$ cat config.mk
export PLATFORM = sky130hd
export DESIGN_NAME = tsp_ctrl
export DESIGN_NICKNAME = d
export VERILOG_FILES = /design/src/design/task_scheduler_with_pid_pool_top_assert.svh /design/src/design/tsp_pkg.sv /design/src/design/tsp_ctrl.sv
export SDC_FILE = /design/constraint.sdc
export NUM_CORES = 1
export LEC_CHECK = 0
export ABC_AREA = 1
export CAP_MARGIN = 20
export CORE_UTILIZATION = 40
export DETAILED_ROUTE_END_ITERATION = 10
export DONT_BUFFER_PORTS = 1
export PLACE_DENSITY_LB_ADDON = 0.2
export SYNTH_ARGS = -nofsm -noshare
export SYNTH_HDL_FRONTEND = slang
export SYNTH_SLANG_ARGS = --single-unit
export TNS_END_PERCENT = 1
$ cat constraint.sdc
create_clock -name clk -period 1.55 [get_ports clk]
set_clock_uncertainty 0.2 [all_clocks]
set_input_delay 0.0775 -clock clk [delete_from_list [all_inputs] [get_ports clk]]
set_output_delay 0.0775 -clock clk [all_outputs]
set_load 0.1 [all_outputs]
$ cat src/design/task_scheduler_with_pid_pool_top_assert.svh
// Assertion macros used by the scheduler datapath, tsp_dp.
`ifndef TASK_SCHEDULER_WITH_PID_POOL_TOP_ASSERT_SVH
`define TASK_SCHEDULER_WITH_PID_POOL_TOP_ASSERT_SVH

// Same-cycle implication.
`define TSP_ASSERT_NOW(lbl, ante, cons) \
  lbl: assert property (@(posedge clk) disable iff (!rst_n) (ante) |-> (cons)) \
    else $error("tsp assertion failed");

// Next-cycle implication.
`define TSP_ASSERT_NEXT(lbl, ante, cons) \
  lbl: assert property (@(posedge clk) disable iff (!rst_n) (ante) |=> (cons)) \
    else $error("tsp assertion failed");

`endif

$ cat src/design/tsp_pkg.sv
`default_nettype none
package tsp_pkg;

  localparam int PID_W = 11;

  typedef struct packed {
    logic [2:0]       action;
    logic [PID_W-1:0] target_pid;
    logic [7:0]       priority_req;
    logic [1:0]       block_kind;
    logic             reschedule;
  } in_t;

  typedef struct packed {
    logic [PID_W-1:0] result_pid;
    logic [PID_W-1:0] previous_pid;
    logic             switched;
    logic [1:0]       outcome;
  } out_t;

  localparam logic [2:0] ACT_CREATE  = 3'd0;
  localparam logic [2:0] ACT_PREEMPT = 3'd1;
  localparam logic [2:0] ACT_YIELD   = 3'd2;
  localparam logic [2:0] ACT_BLOCK   = 3'd3;
  localparam logic [2:0] ACT_UNBLOCK = 3'd4;
  localparam logic [2:0] ACT_EXIT    = 3'd5;

  localparam logic [2:0] ST_RUNNING = 3'd0;
  localparam logic [2:0] ST_READY   = 3'd1;
  localparam logic [2:0] ST_BLOCKED = 3'd2;
  localparam logic [2:0] ST_HANGING = 3'd4;
  localparam logic [2:0] ST_DIED    = 3'd5;

  localparam logic [1:0] KIND_BAD = 2'd3;

  localparam logic [1:0] OUTC_OK   = 2'd0;
  localparam logic [1:0] OUTC_FULL = 2'd1;
  localparam logic [1:0] OUTC_BAD  = 2'd2;
  localparam logic [1:0] OUTC_NONE = 2'd3;

  localparam logic REG_IDLE_PID = 1'b0;

  typedef enum logic [1:0] {RD_TGT, RD_CUR, RD_RUN, RD_IDLE} rd_sel_t;

  typedef enum logic [3:0] {
    S_CLEAR, S_IDLE, S_DECODE, S_SCAN, S_CHECK, S_RS_RD, S_RS_CK,
    S_DS_RD, S_DS_IDLE, S_DS_HEAD, S_DS_POP, S_FINISH
  } state_t;

  typedef struct packed {
    logic    accept;
    logic    clr_step;
    logic    scan_start;
    logic    scan_step;
    logic    create_commit;
    logic    rd_en;
    rd_sel_t rd_sel;
    logic    err;
    logic    requeue;
    logic    reload;
    logic    block_commit;
    logic    push;
    logic    exit_commit;
    logic    ds_start;
    logic    none_run;
    logic    head_rd;
    logic    pop;
    logic    out_load;
  } cmd_t;

  typedef struct packed {
    logic [2:0] act;
    logic [1:0] kind;
    logic       resched;
    logic       live;
    logic       run_ok;
    logic       wait_ok;
    logic       cnt_zero;
    logic       found;
    logic       scan_last;
    logic       clr_done;
    logic       out_busy;
  } sts_t;

endpackage
`default_nettype wire

$ cat src/design/tsp_ctrl.sv
`default_nettype none
module tsp_ctrl (
  input  wire logic          clk,
  input  wire logic          rst_n,
  input  wire logic          in_valid,
  output logic               in_ready,
  input  wire tsp_pkg::sts_t sts,
  output tsp_pkg::cmd_t      cmd
);
  import tsp_pkg::*;

  state_t state_r, state_nxt;

  always_ff @(posedge clk) begin
    if (!rst_n) begin
      state_r <= S_CLEAR;
    end else begin
      state_r <= state_nxt;
    end
  end

  always_comb begin
    state_nxt = state_r;
    unique case (state_r)
      S_CLEAR: begin
        if (sts.clr_done) state_nxt = S_IDLE;
      end
      S_IDLE: begin
        if (in_valid) state_nxt = S_DECODE;
      end
      S_DECODE: begin
        unique case (sts.act) inside
          ACT_CREATE: state_nxt = S_SCAN;
          ACT_PREEMPT, ACT_YIELD, ACT_BLOCK, ACT_UNBLOCK, ACT_EXIT: state_nxt = S_CHECK;
          default: state_nxt = S_FINISH;
        endcase
      end
      S_SCAN: begin
        if (sts.found || sts.scan_last) state_nxt = S_FINISH;
      end
      S_CHECK: begin
        unique case (sts.act) inside
          ACT_PREEMPT, ACT_YIELD: state_nxt = S_DS_RD;
          ACT_BLOCK: begin
            state_nxt = (sts.kind == KIND_BAD || !sts.live) ? S_FINISH : S_DS_RD;
          end
          ACT_EXIT: begin
            state_nxt = (sts.live && sts.resched) ? S_RS_RD : S_FINISH;
          end
          default: state_nxt = S_FINISH;
        endcase
      end
      S_RS_RD:   state_nxt = S_RS_CK;
      S_RS_CK:   state_nxt = S_DS_RD;
      S_DS_RD:   state_nxt = S_DS_IDLE;
      S_DS_IDLE: state_nxt = S_DS_HEAD;
      S_DS_HEAD: state_nxt = sts.cnt_zero ? S_FINISH : S_DS_POP;
      S_DS_POP:  state_nxt = S_FINISH;
      S_FINISH: begin
        if (!sts.out_busy) state_nxt = S_IDLE;
      end
      default: state_nxt = S_CLEAR;
    endcase
  end

  always_comb begin
    cmd      = '0;
    in_ready = 1'b0;
    unique case (state_r)
      S_CLEAR: cmd.clr_step = 1'b1;
      S_IDLE: begin
        in_ready   = 1'b1;
        cmd.accept = in_valid;
      end
      S_DECODE: begin
        unique case (sts.act) inside
          ACT_CREATE: cmd.scan_start = 1'b1;
          ACT_PREEMPT, ACT_YIELD, ACT_BLOCK: begin
            cmd.rd_en  = 1'b1;
            cmd.rd_sel = RD_CUR;
          end
          ACT_UNBLOCK, ACT_EXIT: begin
            cmd.rd_en  = 1'b1;
            cmd.rd_sel = RD_TGT;
          end
          default: cmd.err = 1'b1;
        endcase
      end
      S_SCAN: begin
        if (sts.found) cmd.create_commit = 1'b1;
        else if (!sts.scan_last) cmd.scan_step = 1'b1;
      end
      S_CHECK: begin
        unique case (sts.act) inside
          ACT_PREEMPT, ACT_YIELD: begin
            cmd.requeue = sts.run_ok;
            cmd.reload  = (sts.act == ACT_PREEMPT);
          end
          ACT_BLOCK: begin
            if (sts.kind == KIND_BAD || !sts.live) cmd.err = 1'b1;
            else cmd.block_commit = 1'b1;
          end
          ACT_UNBLOCK: begin
            if (sts.wait_ok) cmd.push = 1'b1;
            else cmd.err = 1'b1;
          end
          ACT_EXIT: begin
            if (sts.live) cmd.exit_commit = 1'b1;
            else cmd.err = 1'b1;
          end
          default: cmd.err = 1'b1;
        endcase
      end
      S_RS_RD: begin
        cmd.rd_en  = 1'b1;
        cmd.rd_sel = RD_RUN;
      end
      S_RS_CK: begin
        cmd.requeue = sts.run_ok;
        cmd.reload  = 1'b1;
      end
      S_DS_RD: begin
        cmd.ds_start = 1'b1;
        cmd.rd_en    = 1'b1;
        cmd.rd_sel   = RD_IDLE;
      end
      S_DS_IDLE: cmd.push = sts.cnt_zero && sts.wait_ok;
      S_DS_HEAD: begin
        if (sts.cnt_zero) cmd.none_run = 1'b1;
        else cmd.head_rd = 1'b1;
      end
      S_DS_POP: cmd.pop = 1'b1;
      S_FINISH: cmd.out_load = !sts.out_busy;
      default: cmd = '0;
    endcase
  end

endmodule
`default_nettype wire

Yosys cells after proc, flatten, opt, wreduce, memory -nomap -nowiden
Cells that the tools add are included.
{"block": "totals", "reg_bits": 4, "out_inout_bits": 20, "in_bits": 17}
{"block": "op_classes", "mux": 44, "n_eq_ne": 21, "n_reduce_logical": 14}
{"cell": "one-hot mux 4 bit (12 select lines)", "n": 1}
{"cell": "2-to-1 mux 1 bit", "n": 26}
{"cell": "2-to-1 mux 4 bit", "n": 6}
{"cell": "equality test 4 x 3 -> 1 bit (second input constant)", "n": 4}
{"cell": "equality test 4 bit (second input constant)", "n": 4}
{"cell": "one-hot mux 4 bit (3 select lines)", "n": 1}
{"cell": "one-hot mux 3 bit (3 select lines)", "n": 1}
{"cell": "equality test 4 x 2 -> 1 bit (second input constant)", "n": 2}
{"cell": "!= test 2 bit (second input constant)", "n": 4}
{"cell": "one-hot mux 4 bit (2 select lines)", "n": 1}
{"cell": "equality test 3 x 2 -> 1 bit (second input constant)", "n": 2}
{"cell": "equality test 3 bit (second input constant)", "n": 2}
{"cell": "2-to-1 mux 2 bit", "n": 3}
{"cell": "one-hot mux 3 bit (2 select lines)", "n": 1}
{"cell": "OR reduction 6 bit", "n": 1}
{"cell": "OR reduction 5 bit", "n": 1}
{"cell": "equality test 4 x 1 -> 1 bit (second input constant)", "n": 1}
{"cell": "logical NOT 4 bit", "n": 1}
{"cell": "one-hot mux 1 bit (2 select lines)", "n": 2}
{"cell": "one-hot mux 1 bit (4 select lines)", "n": 1}
{"cell": "one-hot mux 2 bit (2 select lines)", "n": 1}
{"cell": "AND reduction 4 bit", "n": 1}
{"cell": "OR reduction 2 bit", "n": 2}
{"cell": "equality test 3 x 1 -> 1 bit (second input constant)", "n": 1}
{"cell": "other kinds (6)", "n": 9}

Longest topological paths before layout
Gate-level depths: netlist of run 1.
{"block": "logic_depth", "word_depth": 5, "depth_mapped": 9}

Worst setup path before layout of run 1
Ideal clock, no wire load.
{"block": "synth_path", "path_kind": "flip-flop to output port", "from": "reg state_r[0]", "to": "out cmd[7] in the netlist's numbering", "arrival_ns": 3.613, "path_stages_with_launch": 6, "path_slack_ns": -2.341, "required_ns": 1.272, "path_cell_list": "dfxtp_1 > nor2_1 > inv_1 > nor2_4 > inv_2 > nor4_1"}
{"element": "from (decl)", "line": "tsp_ctrl.sv:12", "source": "state_t state_r, state_nxt;"}
{"element": "from (signal assigned)", "line": "tsp_ctrl.sv:18", "source": "state_r <= state_nxt;"}
{"element": "to (decl)", "line": "tsp_ctrl.sv:8", "source": "output tsp_pkg::cmd_t cmd"}

==> out/metrics.yaml, run 1 <==
status: "finished with violations"
violations: "setup timing"
power.density_nw_per_um2: 1310
final.min_clock_period_ns: 1.80
crit_top_cell: "nor2_4"
yosys_warnings: 0
ys_types: 24
min_path_cells: 4
numCtsBuffers: 3
combPwrFrac: 0.805
rsz0062_at_grt: "yes"
layout_common_cells: "nand2_1 (25), buf_12 (20)"
cp.arrival_ns: 1.52
dp_hpwl_um: 1770
peakVddDrop_mv: 1.63
endpoint_kind: "primary output"
ys.flop_type: "dfxtp_1"
tritoncts: "yes"
clockBufferDepth: 2
die_area_um2: 1810
r2r_setup_slack_ns: -0.08
dp.cells: 158
grt_pass1_vias: 1029
cp.required_ns: 1.27
io_pins: 37
ys_async_sr_fraction: 0
setup_viol: 19
clkTransAtPathRegs_ns: 0.03
r2r-end: "state_r[1]"
synth_seq_area_share: 0.122
drtPass1Iterations: 5
critPathMaxFanout: 6
drtAntennaViolNets: 0
slowest_delay_ns: 0.37
swShare: 0.597
synth_top_area_frac: 0.154
vias_per_cell: 6.24
rr_worst_depth: 9
synth_area_per_cell_um2: 5.47
tightest_slew_ns: 0.327
syn_nets: 137
grt_max_degree: 9
drt-total-wl_um: 3370
finalWeightedCongestion: 0.908
min_period_over_period: 1.16
crit_path_start_kind: "flop"
drv_slew: 0
setup_ws_ns: -0.250
initial_core_util: 0.431
fin_total_pwr_w: 0.00186
vias: 1104
ys_top_cells_by_area: "nand2_1 (15%), dfxtp_1 (12%), nor2_1 (9.7%)"
crit_chain: "nor2_4 -> inv_2 -> nor2_4 -> inv_4 -> buf_4 -> o21ai_2 -> buf_12"
max_flop_register: "state_r"
hp-class: "in2reg"
p_switching_w: 0.00111
slew_headroom: 0.780
final_layout_size_suffix_gt1_frac: 0.528
whs_ns: 0.0397
synthCells: 120
drc: 0
r2r-start: "state_r[1]"
worst-path-stages: 7
leakage_nw: 0.616
syn_area_um2: 657
hold_viol: 0
fin_nets: 179
wire_per_inst_um: 19.0
drt-initial-drc-count: 61
numClockSinks: 4
cap_violations: 0
coreArea_um2: 1520
cts-root-buf: "clkbuf_4"
crit_type: "reg2out"
layout_commonest_cell: "nand2_1"
min_to: "state_r[2]"
crit_path_top_delay_cell: "dfxtp_4"
syn2layout_area_growth_pct: 116
yosys.area.top_type: "nand2_1"
largest_reg_flops: 4
stdcell_count: 177
antenna_found_initial: 0
grt.total_usage: 0.381
rows: 14
synth-edff-count: 0
grt_first_pass_wirelength_um: 5160
p_seq_frac: 0.120
ys_seq_elements: 4
placed_area_um2: 1170
place_ws_ns: -0.0274
p_clk_frac: 0.075
reg_top3: "state_r (4)"
hold_start: "sts[7]"
clk_latency_ns: 0.23
antenna_cells: 0
cts-htree-levels: 1
overflow: 0
power.internal_w: 0.000748
critical-path-top-delay-family: "buffers and inverters"
die_w_um: 42.5
numPortBuffers: 0
max_freq_mhz: 556
design_area_um2: 1420
path_buf_inv: 4
die_y_um: 42.5
area by class of cell:
class	instances	area, um2
Tap cell	16	20.0
Clock buffer	4	26.3
Multi-Input combinational cell	94	624
Timing Repair Buffer	38	562
Inverter	21	91.3
Fill cell	54	105
Sequential cell	4	95.1
repair_timing:
item                       in CTS  in global routing
buffers inserted                6                  0
gates resized for setup        17                 11
setup endpoints to repair      16                 22
pin swaps                       5                  2
hold buffers                    9                  0
hold endpoints to repair        4                  0
worst max path at each step:
stage	from	end	slack, ns
after detailed placement	state_r[3]	state_r[1]	-0.03
after global routing	state_r[3]	cmd[6]	-0.27
after global placement	state_r[3]	cmd[6]	0.04
after CTS	state_r[3]	cmd[7]	-0.20
after floorplan	state_r[1]	cmd[7]	-0.52
final	state_r[0]	cmd[8]	-0.25
layer usage:
layer  vias up  global-route usage  share of wire
met2       106               0.674           0.51
met1       498               0.452           0.34
li1        473                   -              -
met4         0               0.144          0.061
met5         -                   0              0
met3        27              0.0647          0.089
power by group through the flow:
stage,sequential [W],clock (W),combinational [W]
after floorplan,0.000192,0,0.000892
after global placement,0.000198,0,0.00125
after detailed placement,0.000203,0,0.00127
after CTS,0.000211,0.000142,0.00136
after global routing,0.000223,0.000148,0.00154
final,0.000223,0.000139,0.00149
cells by family (layout without fill, tap and decap cells):
group / Yosys count / after routing / share of synthesized area
AND/OR/NAND/NOR: 75 / 75 / 0.579
buffers and inverters: 22 / 63 / 0.130
AO/OA/AOI/OAI: 19 / 19 / 0.170
flip-flops: 4 / 4 / 0.122
worst register-to-register path: stages, from the launching register on:
cell and delay (ns):
dfxtp_4 0.41, inv_2 0.08, nor2_2 0.15, buf_4 0.16, nand2_1 0.10, nand2_1 0.11, nor2_2 0.05, nand3_1 0.09
nand2_1 0.05, a21oi_1 0.13
synthesized netlist by cell type, types with 2 or more instances:
master / number
nand2_1: 27
nor2_1: 17
inv_1: 15
nand3_1: 10
a21oi_1: 5
inv_2: 5
nor2_4: 5
o21ai_1: 5
dfxtp_1: 4
nand2_2: 4
nand4_1: 3
nor2_2: 3
o21ai_0: 3
o21ai_2: 3
o22ai_1: 2
per-stage QoR:
| stage | utilization | TNS, ns |
|---|---|---|
| 2_1_floorplan | - | -3.66 |
| 3_5_place_dp | 0.768 | -0.0284 |
| 5_1_grt | 0.931 | -2.65 |
| 4_1_cts | 0.911 | -0.865 |
| 3_3_place_gp | 0.768 | 0 |
| 6_report | 0.931 | -1.78 |
(Power assumes the default switching activity.)
==> inputs of run 2 (changes only) <==
- GPL_TIMING_DRIVEN: not set -> 0
- SKIP_CTS_REPAIR_TIMING: not set -> 1
- clock period: 1.55 -> 1.5 ns (I/O delays scaled with it)
==> out/metrics.yaml, run 2 (synthesized netlist as in run 1, its figures left out) <==
layout_commonest_cell: "nand2_1"
leakage_nw: 0.391
vias_per_cell: 5.43
design_area_um2: 975
fillers: 152
finalWeightedCongestion: 0.827
setup_ws_ns: -0.646
grt_pass1_vias: 692
power.density_nw_per_um2: 1520
die_area_um2: 1810
rsz0062_at_grt: "yes"
cp.required_ns: 1.22
clk_latency_ns: 0.23
cts-root-buf: "clkbuf_4"
drc: 0
drtPass1Iterations: 4
layout_common_cells: "nand2_1 (26), nor2_4 (13), nand3_1 (10), inv_1 (9), nor2_1 (9)"
max_freq_mhz: 466
clockBufferDepth: 2
wire_per_inst_um: 12.4
violations: "hold timing, setup timing"
max_flop_register: "state_r"
syn2layout_area_growth_pct: 48.4
grt_first_pass_wirelength_um: 2690
drt-total-wl_um: 1830
critPathMaxFanout: 5
dp_hpwl_um: 1410
grt_max_degree: 9
crit_path_start_kind: "flop"
grt.total_usage: 0.194
cp.arrival_ns: 1.87
die_w_um: 42.5
rr_worst_depth: 8
cts-htree-levels: 1
initial_core_util: 0.431
status: "finished with violations"
drtAntennaViolNets: 0
endpoint_kind: "primary output"
overflow: 0
final_layout_size_suffix_gt1_frac: 0.424
hp-class: "in2reg"
fin_total_pwr_w: 0.00148
cap_violations: 0
numClockSinks: 4
clkTransAtPathRegs_ns: 0.04
largest_reg_flops: 4
antenna_cells: 0
numCtsBuffers: 3
fin_nets: 150
drt-initial-drc-count: 14
crit_type: "reg2out"
reg_top3: "state_r (4)"
coreArea_um2: 1520
setup_viol: 21
final.min_clock_period_ns: 2.15
slew_headroom: 0.277
min_path_cells: 5
antenna_found_initial: 0
die_y_um: 42.5
min_period_over_period: 1.43
peakVddDrop_mv: 1.00
placed_area_um2: 779
numPortBuffers: 0
post-route-util: 0.640
rows: 14
hold_viol: 1
vias: 804
drv_slew: 0
io_pins: 37
tritoncts: "yes"
tightest_slew_ns: 1.08
whs_ns: -0.0156
-- run 2: cell count changes in the layout (fill, tap and decap cells not counted), moves of 2 or more --
cell           delta
nor2_1            +2
nand2_2           -2
clkinvlp_4        +5
buf_4             -6
dlygate4sd3_1     -4
inv_2             -5
nor2_2            -6
nor2_4            +4
buf_12           -20
-- run 2: cell type report --
| cell class | instances | area (um2) | share of cell area |
|---|---|---|---|
| repair buffers | 8 | 80.1 | 0.0822 |
| inverters | 21 | 104 | 0.107 |
| flip-flops and latches | 4 | 95.1 | 0.0976 |
| plain buffers | 1 | 5.00 | 0.00513 |
| clock buffers | 4 | 26.3 | 0.0270 |
| multi-input cells | 94 | 644 | 0.661 |
| well taps | 16 | 20.0 | 0.0205 |
-- run 2: worst max-delay path, stage by stage (launching register included) --
cell     delay [ns]
dfxtp_4        0.36
inv_4          0.10
nand2_8        0.08
nor2_4         0.16
inv_4          0.08
nor3b_4        0.86
-- run 2: final timing paths --
path / endpoint / slack, ns / start
worst max-delay path: cmd[5] / -0.65 / state_r[3]
worst min register to register: state_r[0] / 0.36 / state_r[0]
worst max register to register: state_r[0] / -0.43 / state_r[0]
worst min-delay path: state_r[1] / -0.02 / sts[2]
-- run 2: stage by stage --
step | TNS, ns | setup slack, ns | cells | hold WS, ns
finish | -6.20 | -0.646 | 148 | -0.0156
floorplan | -4.53 | -0.565 | 120 | 0.0351
global route | -7.74 | -0.705 | 148 | 0.0132
CTS | -10.74 | -0.705 | 141 | -0.180
global placement | -6.10 | -0.621 | 136 | 0.0667
detailed placement | -5.71 | -0.454 | 137 | 0.0691
-- run 2: routing by layer --
metal | track usage | share of wire | up-vias
li1 | - | - | 409
met1 | 0.234 | 0.45 | 369
met2 | 0.317 | 0.51 | 24
met3 | 0.0431 | 0.038 | 2
met4 | 0.100 | 0.0044 | 0
met5 | 0 | 0 | -
-- run 2: report_power, final --
group          internal, W  leakage (nW)  switching (W)
registers         0.000150        0.0356      0.0000734
clock network    0.0000997        0.0150      0.0000427
logic             0.000233         0.341       0.000885
==> inputs of run 3 (changes only) <==
- HOLD_SLACK_MARGIN: not set -> 0.12
- SKIP_CTS_REPAIR_TIMING: 1 -> not set
==> out/metrics.yaml, run 3 (synthesized netlist as in run 1, its figures left out) <==
clk_latency_ns: 0.23
fillers: 114
r2r-start: "state_r[1]"
hp-class: "in2reg"
cp.arrival_ns: 1.82
min_path_cells: 5
crit_type: "reg2out"
grt_max_degree: 9
initial_core_util: 0.431
vias_per_cell: 5.65
rr_worst_depth: 8
drc: 0
endpoint_kind: "primary output"
wire_per_inst_um: 14.6
crit_path_start_kind: "flop"
hold_start: "sts[2]"
crit_path_top_delay_cell: "nor3b_4"
dp_hpwl_um: 1410
drtPass1Iterations: 4
die_area_um2: 1810
final.min_clock_period_ns: 2.09
numPortBuffers: 0
stdcell_count: 163
layout_commonest_cell: "nand2_1"
setup_tns_ns: -6.91
drt-total-wl_um: 2370
r2r_setup_slack_ns: -0.51
hold_buffers: 9
violations: "hold timing, setup timing"
max_freq_mhz: 478
grt_first_pass_wirelength_um: 3570
overflow: 0
numClockSinks: 4
clockBufferDepth: 2
layout_common_cells: "nand2_1 (25), nor2_4 (14), nand3_1 (10), buf_4 (10)"
critPathMaxFanout: 4
power.density_nw_per_um2: 1490
worst-path-stages: 5
max_flop_register: "state_r"
hold_viol: 1
rsz0062_at_grt: "yes"
finalWeightedCongestion: 0.827
post-route-util: 0.749
peakVddDrop_mv: 1.19
tightest_slew_ns: 1.09
die_w_um: 42.5
leakage_nw: 0.469
min_period_over_period: 1.40
grt.total_usage: 0.255
drt-initial-drc-count: 19
final_layout_size_suffix_gt1_frac: 0.476
slew_headroom: 0.276
cp.required_ns: 1.22
numCtsBuffers: 3
die_y_um: 42.5
antenna_cells: 0
path_buf_inv: 2
tritoncts: "yes"
critical-path-top-delay-family: "simple AND/OR/NAND/NOR gates"
cap_violations: 0
slowest_delay_ns: 0.84
clkTransAtPathRegs_ns: 0.04
crit_chain: "nor2_4 -> inv_2 -> nor2_4 -> inv_4 -> nor3b_4"
setup_ws_ns: -0.593
syn2layout_area_growth_pct: 73.7
cts-root-buf: "clkbuf_4"
antenna_found_initial: 0
coreArea_um2: 1520
reg_top3: "state_r (4)"
whs_ns: -0.00548
io_pins: 37
cts-htree-levels: 1
dp.cells: 137
setup_viol: 22
rows: 14
grt_pass1_vias: 863
fin_nets: 165
crit_top_cell: "nor2_4"
status: "finished with violations"
drtAntennaViolNets: 0
largest_reg_flops: 4
startpoint: "state_r[1]"
drv_slew: 0
vias: 921
-- run 3: changes by cell type in the layout (fill, tap and decap cells not counted), sizes merged --
cell         delta
inv             +1
buf            +11
dlygate4sd3     +4
clkinv          -1
-- run 3: layer usage --
layer  track usage  vias up  routed length [um]
met1         0.307      427                 953
met3        0.0388        6                 137
li1              -      442                   -
met2         0.449       46                1240
met5             0        -                   0
met4        0.0938        0                  38
-- run 3: through the flow --
stage	worst slack, ns	total power (W)	hold slack (ns)	area [um2]
6_report	-0.593	0.00170	-0.00548	1140
3_5_place_dp	-0.454	0.00121	0.0691	779
3_3_place_gp	-0.621	0.00121	0.0667	764
5_1_grt	-0.645	0.00179	0.0133	1140
4_1_cts	-0.609	0.00158	-0.0144	1070
2_1_floorplan	-0.565	0.00112	0.0351	744
-- run 3: repair_timing --
action / in CTS / in global routing
resized for setup: 27 / 9
endpoints found under the hold margin: 6 / 1
setup buffers: 8 / 5
pin swaps: 10 / 7
endpoints found under the setup margin: 23 / 24
gates cloned: 0 / 0
-- run 3: layout make-up --
type                       count  area (um2)  area share
tap                           16        20.0      0.0175
clock buffer                   4        26.3      0.0230
multi-input combinational     94         673       0.590
sequential                     4        95.1      0.0833
timing repair buffer          23         214       0.188
buffer                         1        5.00     0.00439
inverter                      21         108      0.0943
-- run 3: report_power, final --
part           switching [W]  leakage (nW)  internal, W
Clock              0.0000439        0.0150    0.0000998
Combinational       0.000980         0.418     0.000356
Sequential         0.0000705        0.0356     0.000149
Total                0.00109         0.469     0.000606
-- run 3: worst reg2reg max path: stages (launching register included) --
cell and delay, ns:
dfxtp_4 0.36, buf_4 0.15, nor2_4 0.15, nand2_2 0.11, nor2_4 0.51, nor2_1 0.18
nand3_1 0.12, nand2_1 0.05, a21oi_1 0.11
-- run 3: final timing paths --
path,to
hold / removal,state_r[1]
setup reg to reg,state_r[0]
setup / recovery,cmd[5]
hold reg to reg,state_r[0]
